### src/sv/mexp_pkg.sv
package mexp_pkg;

  localparam int unsigned WidthDefault = 32;
  localparam int unsigned WidthMin     = 8;
  localparam int unsigned WidthMax     = 64;

endpackage

### src/sv/mexp_if.sv
interface mexp_in_if #(
  parameter int unsigned WIDTH = 32
);
  logic             valid;
  logic             ready;
  logic [WIDTH-1:0] base;
  logic [WIDTH-1:0] exponent;
  logic [WIDTH-1:0] modulus;

  modport source (output valid, output base, output exponent, output modulus, input ready);
  modport sink   (input valid, input base, input exponent, input modulus, output ready);
endinterface

interface mexp_out_if #(
  parameter int unsigned WIDTH = 32
);
  logic             valid;
  logic             ready;
  logic [WIDTH-1:0] power_result;
  logic             modulus_error;

  modport source (output valid, output power_result, output modulus_error, input ready);
  modport sink   (input valid, input power_result, input modulus_error, output ready);
endinterface

### src/sv/mexp_mulmod.sv
module mexp_mulmod
  import mexp_pkg::*;
#(
  parameter int unsigned WIDTH = WidthDefault
) (
  input  logic             clk_i,
  input  logic             rst_ni,
  input  logic             start_i,
  input  logic [WIDTH-1:0] x_i,
  input  logic [WIDTH-1:0] y_i,
  input  logic [WIDTH-1:0] m_i,
  output logic             done_o,
  output logic [WIDTH-1:0] prod_o
);

  localparam int unsigned CW = $clog2(WIDTH + 1);
  localparam int unsigned VW = WIDTH + 2;

  logic [CW-1:0]    cnt_q, cnt_d;
  logic             done_q, done_d;
  logic [WIDTH-1:0] acc_q, acc_d;
  logic [WIDTH-1:0] x_q, x_d;
  logic [WIDTH-1:0] y_q, y_d;
  logic [WIDTH-1:0] m_q, m_d;

  logic             busy;
  logic [VW-1:0]    v;
  logic [VW:0]      d1, d2;

  assign busy = (cnt_q != '0);

  // acc <- 2*acc + bit*x mod m; sum stays below 3m, so one of three candidates fits
  always_comb begin
    v  = {1'b0, acc_q, 1'b0} + (y_q[WIDTH-1] ? {2'b00, x_q} : {VW{1'b0}});
    d1 = {1'b0, v} - {3'b000, m_q};
    d2 = {1'b0, v} - {2'b00, m_q, 1'b0};
  end

  always_comb begin
    cnt_d  = cnt_q;
    done_d = 1'b0;
    acc_d  = acc_q;
    x_d    = x_q;
    y_d    = y_q;
    m_d    = m_q;
    if (start_i) begin
      cnt_d = CW'(WIDTH);
      acc_d = '0;
      x_d   = x_i;
      y_d   = y_i;
      m_d   = m_i;
    end else if (busy) begin
      cnt_d  = cnt_q - CW'(1);
      done_d = (cnt_q == CW'(1));
      y_d    = {y_q[WIDTH-2:0], 1'b0};
      if (!d2[VW]) begin
        acc_d = d2[WIDTH-1:0];
      end else if (!d1[VW]) begin
        acc_d = d1[WIDTH-1:0];
      end else begin
        acc_d = v[WIDTH-1:0];
      end
    end
  end

  always_ff @(posedge clk_i or negedge rst_ni) begin
    if (!rst_ni) begin
      cnt_q  <= '0;
      done_q <= 1'b0;
    end else begin
      cnt_q  <= cnt_d;
      done_q <= done_d;
    end
  end

  always_ff @(posedge clk_i) begin
    acc_q <= acc_d;
    x_q   <= x_d;
    y_q   <= y_d;
    m_q   <= m_d;
  end

  assign done_o = done_q;
  assign prod_o = acc_q;

endmodule

### src/sv/modular_exponentiation.sv
// Modular exponentiation, base^exponent mod modulus, for RSA encryption and decryption.
// One word is taken at a time; ready is low while it is worked on. A zero modulus gives
// modulus_error with result 0 and a zero exponent gives 1. Otherwise the base is first
// reduced, then each of the WIDTH exponent bits, LSB first, takes a multiply when the
// bit is set and then a square, all on one shared shift-add modular multiplier that
// retires one multiplier bit per cycle. A finished result waits in an output register,
// so the next word is accepted while it is still pending.
module modular_exponentiation
  import mexp_pkg::*;
#(
  parameter int unsigned WIDTH = WidthDefault
) (
  input  logic  clk_i,
  input  logic  rst_ni,
  mexp_in_if.sink    req_i,
  mexp_out_if.source rsp_o
);

  localparam int unsigned BW = $clog2(WIDTH);

  localparam logic [2:0] StIdle   = 3'd0;
  localparam logic [2:0] StReduce = 3'd1;
  localparam logic [2:0] StDecide = 3'd2;
  localparam logic [2:0] StMul    = 3'd3;
  localparam logic [2:0] StSqr    = 3'd4;
  localparam logic [2:0] StFinish = 3'd5;

  logic [2:0]       state_q, state_d;
  logic [BW-1:0]    bit_q, bit_d;
  logic [WIDTH-1:0] exp_q, exp_d;
  logic [WIDTH-1:0] mod_q, mod_d;
  logic [WIDTH-1:0] acc_q, acc_d;
  logic [WIDTH-1:0] sq_q, sq_d;
  logic             err_q, err_d;
  logic             out_valid_q, out_valid_d;
  logic [WIDTH-1:0] out_res_q, out_res_d;
  logic             out_err_q, out_err_d;

  logic             in_fire;
  logic             out_free;
  logic             mul_start;
  logic [WIDTH-1:0] mul_x, mul_y, mul_m;
  logic             mul_done;
  logic [WIDTH-1:0] mul_prod;
  logic             mod_one;

  assign req_i.ready = (state_q == StIdle);
  assign in_fire     = req_i.valid && req_i.ready;
  assign out_free    = !out_valid_q || rsp_o.ready;
  assign mod_one     = (req_i.modulus == WIDTH'(1));

  mexp_mulmod #(
    .WIDTH (WIDTH)
  ) u_mulmod (
    .clk_i   (clk_i),
    .rst_ni  (rst_ni),
    .start_i (mul_start),
    .x_i     (mul_x),
    .y_i     (mul_y),
    .m_i     (mul_m),
    .done_o  (mul_done),
    .prod_o  (mul_prod)
  );

  always_comb begin
    state_d     = state_q;
    bit_d       = bit_q;
    exp_d       = exp_q;
    mod_d       = mod_q;
    acc_d       = acc_q;
    sq_d        = sq_q;
    err_d       = err_q;
    out_valid_d = out_valid_q;
    out_res_d   = out_res_q;
    out_err_d   = out_err_q;
    mul_start   = 1'b0;
    mul_x       = sq_q;
    mul_y       = sq_q;
    mul_m       = mod_q;

    if (out_valid_q && rsp_o.ready) begin
      out_valid_d = 1'b0;
    end

    case (state_q)
      StIdle: begin
        if (in_fire) begin
          mod_d = req_i.modulus;
          exp_d = req_i.exponent;
          bit_d = '0;
          err_d = 1'b0;
          if (req_i.modulus == '0) begin
            acc_d   = '0;
            err_d   = 1'b1;
            state_d = StFinish;
          end else if (req_i.exponent == '0) begin
            acc_d   = WIDTH'(1);
            state_d = StFinish;
          end else begin
            // base mod m as (1 mod m) * base, scanning every base bit
            acc_d     = mod_one ? '0 : WIDTH'(1);
            mul_start = 1'b1;
            mul_x     = mod_one ? '0 : WIDTH'(1);
            mul_y     = req_i.base;
            mul_m     = req_i.modulus;
            state_d   = StReduce;
          end
        end
      end
      StReduce: begin
        if (mul_done) begin
          sq_d    = mul_prod;
          state_d = StDecide;
        end
      end
      StDecide: begin
        mul_start = 1'b1;
        if (exp_q[0]) begin
          mul_x   = acc_q;
          state_d = StMul;
        end else begin
          state_d = StSqr;
        end
      end
      StMul: begin
        if (mul_done) begin
          acc_d     = mul_prod;
          mul_start = 1'b1;
          state_d   = StSqr;
        end
      end
      StSqr: begin
        if (mul_done) begin
          sq_d  = mul_prod;
          exp_d = {1'b0, exp_q[WIDTH-1:1]};
          bit_d = bit_q + BW'(1);
          if (bit_q == BW'(WIDTH - 1)) begin
            state_d = StFinish;
          end else begin
            state_d = StDecide;
          end
        end
      end
      StFinish: begin
        if (out_free) begin
          out_valid_d = 1'b1;
          out_res_d   = acc_q;
          out_err_d   = err_q;
          state_d     = StIdle;
        end
      end
      default: begin
        state_d = StIdle;
      end
    endcase
  end

  always_ff @(posedge clk_i or negedge rst_ni) begin
    if (!rst_ni) begin
      state_q     <= StIdle;
      out_valid_q <= 1'b0;
    end else begin
      state_q     <= state_d;
      out_valid_q <= out_valid_d;
    end
  end

  always_ff @(posedge clk_i) begin
    bit_q     <= bit_d;
    exp_q     <= exp_d;
    mod_q     <= mod_d;
    acc_q     <= acc_d;
    sq_q      <= sq_d;
    err_q     <= err_d;
    out_res_q <= out_res_d;
    out_err_q <= out_err_d;
  end

  assign rsp_o.valid         = out_valid_q;
  assign rsp_o.power_result  = out_res_q;
  assign rsp_o.modulus_error = out_err_q;

endmodule

### src/flat_wrapper.sv
// flat-port wrapper written by rule: the top's interface ports become plain ports
module modular_exponentiation_flat import mexp_pkg::*;
#(
  parameter int unsigned WIDTH = WidthDefault
)
  (clk_i, rst_ni, req_i_valid, req_i_base, req_i_exponent, req_i_modulus, req_i_ready, rsp_o_valid, rsp_o_power_result, rsp_o_modulus_error, rsp_o_ready);
  mexp_in_if #(.WIDTH(WIDTH)) req_i_i ();
  mexp_out_if #(.WIDTH(WIDTH)) rsp_o_i ();
  input  logic clk_i;
  input  logic rst_ni;
  input wire logic [$bits(req_i_i.valid)-1:0] req_i_valid;
  input wire logic [$bits(req_i_i.base)-1:0] req_i_base;
  input wire logic [$bits(req_i_i.exponent)-1:0] req_i_exponent;
  input wire logic [$bits(req_i_i.modulus)-1:0] req_i_modulus;
  output wire logic [$bits(req_i_i.ready)-1:0] req_i_ready;
  output wire logic [$bits(rsp_o_i.valid)-1:0] rsp_o_valid;
  output wire logic [$bits(rsp_o_i.power_result)-1:0] rsp_o_power_result;
  output wire logic [$bits(rsp_o_i.modulus_error)-1:0] rsp_o_modulus_error;
  input wire logic [$bits(rsp_o_i.ready)-1:0] rsp_o_ready;
  assign req_i_i.valid = req_i_valid;
  assign req_i_i.base = req_i_base;
  assign req_i_i.exponent = req_i_exponent;
  assign req_i_i.modulus = req_i_modulus;
  assign req_i_ready = req_i_i.ready;
  assign rsp_o_valid = rsp_o_i.valid;
  assign rsp_o_power_result = rsp_o_i.power_result;
  assign rsp_o_modulus_error = rsp_o_i.modulus_error;
  assign rsp_o_i.ready = rsp_o_ready;
  modular_exponentiation #(.WIDTH(WIDTH)) u_core (.clk_i(clk_i), .rst_ni(rst_ni), .req_i(req_i_i), .rsp_o(rsp_o_i));
endmodule
### config.mk
export PLATFORM = sky130hd
export DESIGN_NAME = modular_exponentiation_flat
export DESIGN_NICKNAME = d
export VERILOG_FILES = /design/src/sv/mexp_pkg.sv /design/src/sv/mexp_if.sv /design/src/sv/mexp_mulmod.sv /design/src/sv/modular_exponentiation.sv /design/src/flat_wrapper.sv
export SDC_FILE = /design/constraint.sdc
export NUM_CORES = 1
export LEC_CHECK = 0
export ABC_AREA = 1
export BUFFER_PORTS_ARGS = -buffer_cell sky130_fd_sc_hd__buf_4
export CORE_ASPECT_RATIO = 1.75
export CORE_MARGIN = 4
export CORE_UTILIZATION = 45
export DETAILED_ROUTE_END_ITERATION = 7
export PLACE_DENSITY_LB_ADDON = 0.25
export REMOVE_ABC_BUFFERS = 1
export SETUP_SLACK_MARGIN = 0.3
export SYNTH_ARGS = -nofsm -noshare
export SYNTH_HDL_FRONTEND = slang
export SYNTH_HIERARCHICAL = 1
export SYNTH_SLANG_ARGS = --single-unit
### constraint.sdc
create_clock -name clk_i -period 7.2 [get_ports clk_i]
set_clock_uncertainty 0.05 [all_clocks]
set_input_delay 1.08 -clock clk_i [delete_from_list [all_inputs] [get_ports clk_i]]
set_output_delay 1.08 -clock clk_i [all_outputs]
set_load 0.005 [all_outputs]
==> results.py, run 1 <==
metrics = {
    "clock_tree": {
        "cts_setup_buffers": 0,
        "cts_hold_buf": 0,
        "tritoncts": "built",
        "htreeDepth": 1,
        "clockBufferDepth": 3,
        "ctsRootBufferMaster": "clkbuf_16",
        "numCtsBuffers": 29,
        "cts.sinks": 306,
        "clk_latency_ns": 0.57,
        "post_cts_resize_count": 0,
        "path_clk_slew_ns": 0.07,
    },
    "logic_synthesis": {
        "syn_area_per_cell_um2": 7.88,
        "ys_top_cells_by_area": "edfxtp_1, nand2_1, inv_1",
        "netlist.area_leader.share": 0.399,
        "synthesis.area_um2": 19800,
        "yosys_warnings": 6,
        "synthAdderAreaFrac": 0.0657,
        "synth_top_family_by_area": "simple AND/OR/NAND/NOR gates",
        "synth_largest_area_cell": "edfxtp_1",
        "ys_seq_area_frac": 0.446,
        "yosys.area_share.simple": 0.253,
        "yosys.cell_count.top_type": "nand2_1",
        "synth_compound_area_frac": 0.107,
        "ys_types": 52,
        "synth_xor_area_frac": 0.0292,
        "synth.area.mux_share": 0,
        "ys_ff_latch": 306,
        "async_reset_ff_frac": 0.0359,
        "synth_ff_type": "edfxtp_1",
        "synth_edf_count": 263,
        "syn_inst": 2510,
        "ys_top_cells_by_count": "nand2_1, inv_1, edfxtp_1",
    },
    "worst_setup_path": {
        "endpoint_kind": "register",
        "path_max_fanout": 13,
        "worstReg2RegEnd": "u_core/u_mulmod/prod_o[31]$_SDFFE_PP0P_",
        "path_buf_inv": 3,
        "cp-startpoint": "u_core/u_mulmod/y_q[31]$_DFFE_PP_",
        "worstSetupPathType": "reg -> reg",
        "cpPeakStageDelay_ns": 0.62,
        "reg2reg_setup_slack_ns": 1.89,
        "worst-r2r-cell-count": 23,
        "r2r_start": "u_core/u_mulmod/y_q[31]$_DFFE_PP_",
        "crit_path_end": "u_core/u_mulmod/prod_o[31]$_SDFFE_PP0P_",
        "worstSetupStartpointType": "register",
        "arrival_ns": 5.72,
        "cpLargestDelayFamily": "simple AND/OR/NAND/NOR gates",
        "worst_path_most_repeated_cell": "nand2_1",
        "crit_chain": "buf_4 > nand2_1 > inv_1 > ha_1 > or2_1 > nand2_1 > o21ai_0 > nand2_1 > nand2_1 > xor2_1 > inv_1 > ha_1 > nand2_1 > nor2_1 > nand3_1 > o211ai_1 > nand3_1 > nand2_1 > nand2_1 > nand3_1 > nand2_1 > nand2_1 > nand2_1",
        "required_ns": 7.61,
        "crit_path_top_delay_cell": "o211ai_1",
        "cp.depth": 23,
    },
    "sta": {
        "rsz0062_at_grt": "false",
        "drv_slew": 0,
        "hold_viol": 0,
        "fin_crit_ns": 5.31,
        "fin_crit_sh": 0.737,
        "slew_headroom": 0.286,
        "worstMarginPinSlew_ns": 1.07,
        "clock.fmax_mhz": 188,
        "setup_violations": 0,
        "worst_slack_ns": 1.89,
    },
    "floorplan": {
        "initial_core_util": 0.455,
        "dieWidth_um": 166,
        "ios": 135,
        "die_area_um2": 47500,
        "fp.dieH_um": 285,
        "core_area_um2": 43500,
        "num_rows": 101,
    },
    "place": {
        "gp_congestion": 0.967,
        "port_buffers": 134,
        "dp.final_hpwl_mm": 47.4,
        "place_ws_ns": 2.05,
    },
    "global_routing": {
        "grt_pass1_vias": 17000,
        "antenna_found_initial": 0,
        "grt_usage": 0.239,
        "grt_pass1_wl_mm": 90.0,
        "grt_remaining_overflow": 0,
        "grt_start_max_net_pins": 79,
    },
    "drt": {
        "antenna_left": 0,
        "dr.pass1.iters": 5,
        "vias_per_cell": 5.10,
        "drcViolationCount": 0,
        "drtIter0Drc": 764,
        "wl_per_cell_um": 18.1,
        "drt_wl_total_mm": 58.2,
        "via_count": 16400,
    },
    "layout": {
        "drive_gt1_frac": 0.107,
        "area_delta_synth_final_pct": 11.9,
        "final_net_count": 2834,
    },
    "worst_hold_path": {
        "hold_class": "in -> async",
    },
    "flow_run": {
        "max_cap_violations": 0,
    },
    "run_status": {
        "status": "finished, final reports clean",
    },
}
-- per-layer routing --
metal / vias up / part of all wire / GRT usage
met5: - / 0 / 0
met4: 0 / 0.071 / 0.146
li1: 8348 / - / -
met1: 7564 / 0.37 / 0.249
met2: 385 / 0.53 / 0.458
met3: 139 / 0.032 / 0.0212
-- final cells by class --
cell class	count	area (um2)
fillers	4312	21300
well taps	566	708
clock inverters	9	71.3
multi-input cells	1729	9010
flip-flops and latches	306	8810
clock buffers	44	802
diodes	1	2.50
repair buffers	155	1180
inverters	411	1550
-- flip-flops by register name (all words and copies together) (netlist names), 32 cells and up --
name / flops
u_core/acc_q: 32
u_core/exp_q: 32
u_core/mod_q: 32
u_core/rsp_o.power_result: 32
u_core/sq_q: 32
u_core/u_mulmod/m_q: 32
u_core/u_mulmod/prod_o: 32
u_core/u_mulmod/x_q: 32
u_core/u_mulmod/y_q: 32
-- worst min-delay path by stage --
stage / startpoint / end / slack (ns)
floorplan: u_core/err_q$_DFFE_PP_ / u_core/rsp_o.modulus_error$_DFFE_PP_ / 0.35
global placement: u_core/acc_q[17]$_SDFFCE_PN0P_ / u_core/rsp_o.power_result[17]$_DFFE_PP_ / 0.38
detailed placement: u_core/acc_q[11]$_SDFFCE_PN0P_ / u_core/rsp_o.power_result[11]$_DFFE_PP_ / 0.38
CTS: rst_ni / u_core/state_q[2]$_DFFE_PN0P_ / 0.27
global route: rst_ni / u_core/u_mulmod/cnt_q[5]$_DFFE_PN0P_ / 0.28
finish: rst_ni / u_core/u_mulmod/cnt_q[5]$_DFFE_PN0P_ / 0.29
-- cell families (layout without fill, tap and decap cells) --
logic type      count (synthesis)  in the layout
compound gates                364            364
flops                         306            306
buf+inv                       475            619
other cells                     0              1
xor+xnor                       66             66
fa+ha+maj                     102            102
simple gates                 1197           1197
-- stage by stage --
stage                     std cells  TNS [ns]  hold slack (ns)  utilization  instance area [um2]
after floorplan                2446   -113.09            0.350            -                19300
after global placement         3167         0            0.383        0.489                21300
after detailed placement       3167         0            0.385        0.489                21300
after CTS                      3220         0            0.272        0.509                22100
after global routing           3220         0            0.276        0.509                22100
final                          3221         0            0.288        0.509                22100
-- placed cells by master (no fill, tap or decap), types with 21 or more instances in the layout --
master	count
nand3_1	122
nand2_1	780
o21ai_1	21
o21bai_1	24
clkbuf_16	29
nor2_1	186
o21ai_2	36
xnor2_1	26
a21oi_1	156
buf_4	154
inv_1	401
xor2_1	40
nand3b_1	21
dfxtp_1	32
ha_1	99
edfxtp_1	263
o21ai_0	87
Power of run 1 is not shown: default switching activity piles up to over one toggle a cycle in this logic, so the estimate is an artifact.
==> inputs of run 2 (changes only) <==
clock period = 4.89 ns   (was 7.2 ns; I/O delays follow)
==> run 2 against run 1 <==
  * Fmax rose by 21%
  * Clock-buffer cell count fell by 6
  * Sequential share of layout area fell by 2.0 points
  * Highest routed layer unchanged
  * Worst setup slack got worse by 1.4 ns
  * Worst hold slack improved by 0.0013 ns
  * Via count rose by 2.9%
  * Critical path depth fell by 1
  * Cell count rose by 1.2%
  * Die area did not move
  * Routed wire length rose by 1.9%
  * Global-route usage barely moved
==> results.py, run 2 (synthesized netlist as in run 1, its figures left out) <==
metrics = {
    "run_status": {
        "status": "finished, final reports clean",
    },
    "place": {
        "gp_congestion": 0.954,
        "port_buffers": 134,
        "dp.final_hpwl_mm": 47.0,
        "place_area_um2": 21600,
        "place_ws_ns": -0.0260,
    },
    "global_routing": {
        "grt_usage": 0.239,
        "grt_start_max_net_pins": 130,
        "grt_pass1_wl_mm": 90.8,
        "grt_remaining_overflow": 0,
        "antenna_found_initial": 0,
        "grt_pass1_vias": 17000,
    },
    "clock_tree": {
        "clockBufferDepth": 3,
        "path_clk_slew_ns": 0.07,
        "cts.sinks": 306,
        "ctsRootBufferMaster": "clkbuf_16",
        "htreeDepth": 1,
        "tritoncts": "built",
        "clk_latency_ns": 0.59,
        "numCtsBuffers": 29,
    },
    "worst_setup_path": {
        "required_ns": 5.36,
        "worst-r2r-cell-count": 22,
        "cpLargestDelayFamily": "simple AND/OR/NAND/NOR gates",
        "path_max_fanout": 7,
        "path_buf_inv": 4,
        "worstSetupStartpointType": "register",
        "arrival_ns": 4.87,
        "crit_path_top_delay_cell": "edfxtp_1",
        "reg2reg_setup_slack_ns": 0.49,
        "endpoint_kind": "register",
        "r2r_start": "u_core/u_mulmod/y_q[31]$_DFFE_PP_",
        "worstSetupPathType": "reg -> reg",
        "crit_chain": "buf_4 > nand2_1 > inv_1 > ha_1 > a21oi_1 > nand2_1 > a21oi_1 > nand2_4 > a21oi_4 > xor2_2 > inv_2 > ha_4 > nand2_1 > nor2_1 > inv_1 > nor2_1 > nand4_1 > nand3_1 > nand2_1 > nand3_1 > nand3_1 > a21oi_1",
        "cpPeakStageDelay_ns": 0.45,
        "worst_path_most_repeated_cell": "nand2_1",
        "worstReg2RegEnd": "u_core/u_mulmod/prod_o[25]$_SDFFE_PP0P_",
    },
    "worst_hold_path": {
        "worstHoldStart": "req_i_modulus[20]",
        "worstHoldPathCells": 1,
        "worstHoldEndpoint": "u_core/mod_q[20]$_DFFE_PP_",
        "hold_class": "in -> reg",
    },
    "drt": {
        "antenna_left": 0,
        "wl_per_cell_um": 18.2,
        "drt_wl_total_mm": 59.3,
        "via_count": 16900,
        "drcViolationCount": 0,
        "drtIter0Drc": 955,
        "dr.pass1.iters": 7,
        "vias_per_cell": 5.19,
    },
    "floorplan": {
        "core_area_um2": 43500,
        "initial_core_util": 0.455,
        "die_area_um2": 47500,
        "num_rows": 101,
        "fp.dieH_um": 285,
        "dieWidth_um": 166,
        "ios": 135,
    },
    "sta": {
        "drv_slew": 0,
        "clock.fmax_mhz": 227,
        "setup_violations": 0,
        "worstMarginPinSlew_ns": 1.08,
        "worst_slack_ns": 0.493,
        "fin_crit_ns": 4.40,
        "slew_headroom": 0.273,
        "hold_viol": 0,
        "fin_crit_sh": 0.899,
        "rsz0062_at_grt": "true",
    },
    "flow_run": {
        "max_cap_violations": 0,
    },
    "layout": {
        "layout_common_cells": "nand2_1, inv_1, edfxtp_1",
        "fin_area_um2": 23300,
        "diodes": 0,
        "nFillCells": 4203,
        "area_delta_synth_final_pct": 18.0,
        "drive_gt1_frac": 0.168,
        "final_net_count": 2876,
        "final_common_cell": "nand2_1",
    },
}
[run 2: timing repair]
action / 4_1_cts / 5_1_grt
resized for setup: 11 / 148
buffers inserted: 4 / 3
hold endpoints to repair: 11 / 0
setup endpoints to repair: 32 / 32
cloned: 0 / 1
hold buffers: 1 / 0
pin swaps: 1 / 12
[run 2: per-layer routing]
layer	up-vias	part of all wire	wire length (um)	track usage
met3	126	0.039	2330	0.0230
met4	0	0.059	3510	0.123
li1	8434	-	-	-
met2	460	0.53	31500	0.456
met5	-	0	0	0
met1	7889	0.37	21900	0.260
[run 2: cell type report]
cell class,count,area (um2),area share
clock buffers,38,759,0.0326
inverters,411,1550,0.0666
multi-input cells,1729,9750,0.418
flip-flops and latches,306,8810,0.378
repair buffers,197,1590,0.0681
clock inverters,14,154,0.00660
well taps,566,708,0.0304
[run 2: through the flow]
step | hold WS [ns] | std cells | utilization | setup TNS, ns
global route | 0.269 | 3261 | 0.537 | 0
finish | 0.289 | 3261 | 0.537 | 0
CTS | 0.253 | 3257 | 0.519 | 0
detailed placement | 0.385 | 3200 | 0.496 | -0.0260
floorplan | 0.350 | 2446 | - | -429.72
global placement | 0.381 | 3200 | 0.496 | 0
[run 2: how the worst max path moves through the flow]
stage / endpoint / slack (ns) / depth (start not counted) / startpoint
4_1_cts: u_core/u_mulmod/prod_o[19]$_SDFFE_PP0P_ / 0.31 / 23 / u_core/u_mulmod/y_q[31]$_DFFE_PP_
5_1_grt: u_core/u_mulmod/prod_o[3]$_SDFFE_PP0P_ / 0.27 / 29 / u_core/u_mulmod/y_q[31]$_DFFE_PP_
6_report: u_core/u_mulmod/prod_o[25]$_SDFFE_PP0P_ / 0.49 / 22 / u_core/u_mulmod/y_q[31]$_DFFE_PP_
2_1_floorplan: u_core/u_mulmod/prod_o[0]$_SDFFE_PP0P_ / -3.98 / 9 / u_core/state_q[1]$_DFFE_PN0P_
3_5_place_dp: u_core/u_mulmod/prod_o[24]$_SDFFE_PP0P_ / -0.03 / 25 / u_core/u_mulmod/y_q[31]$_DFFE_PP_
3_3_place_gp: u_core/u_mulmod/prod_o[24]$_SDFFE_PP0P_ / 0.07 / 29 / u_core/u_mulmod/y_q[31]$_DFFE_PP_
Power of run 2 is left out for the same reason.
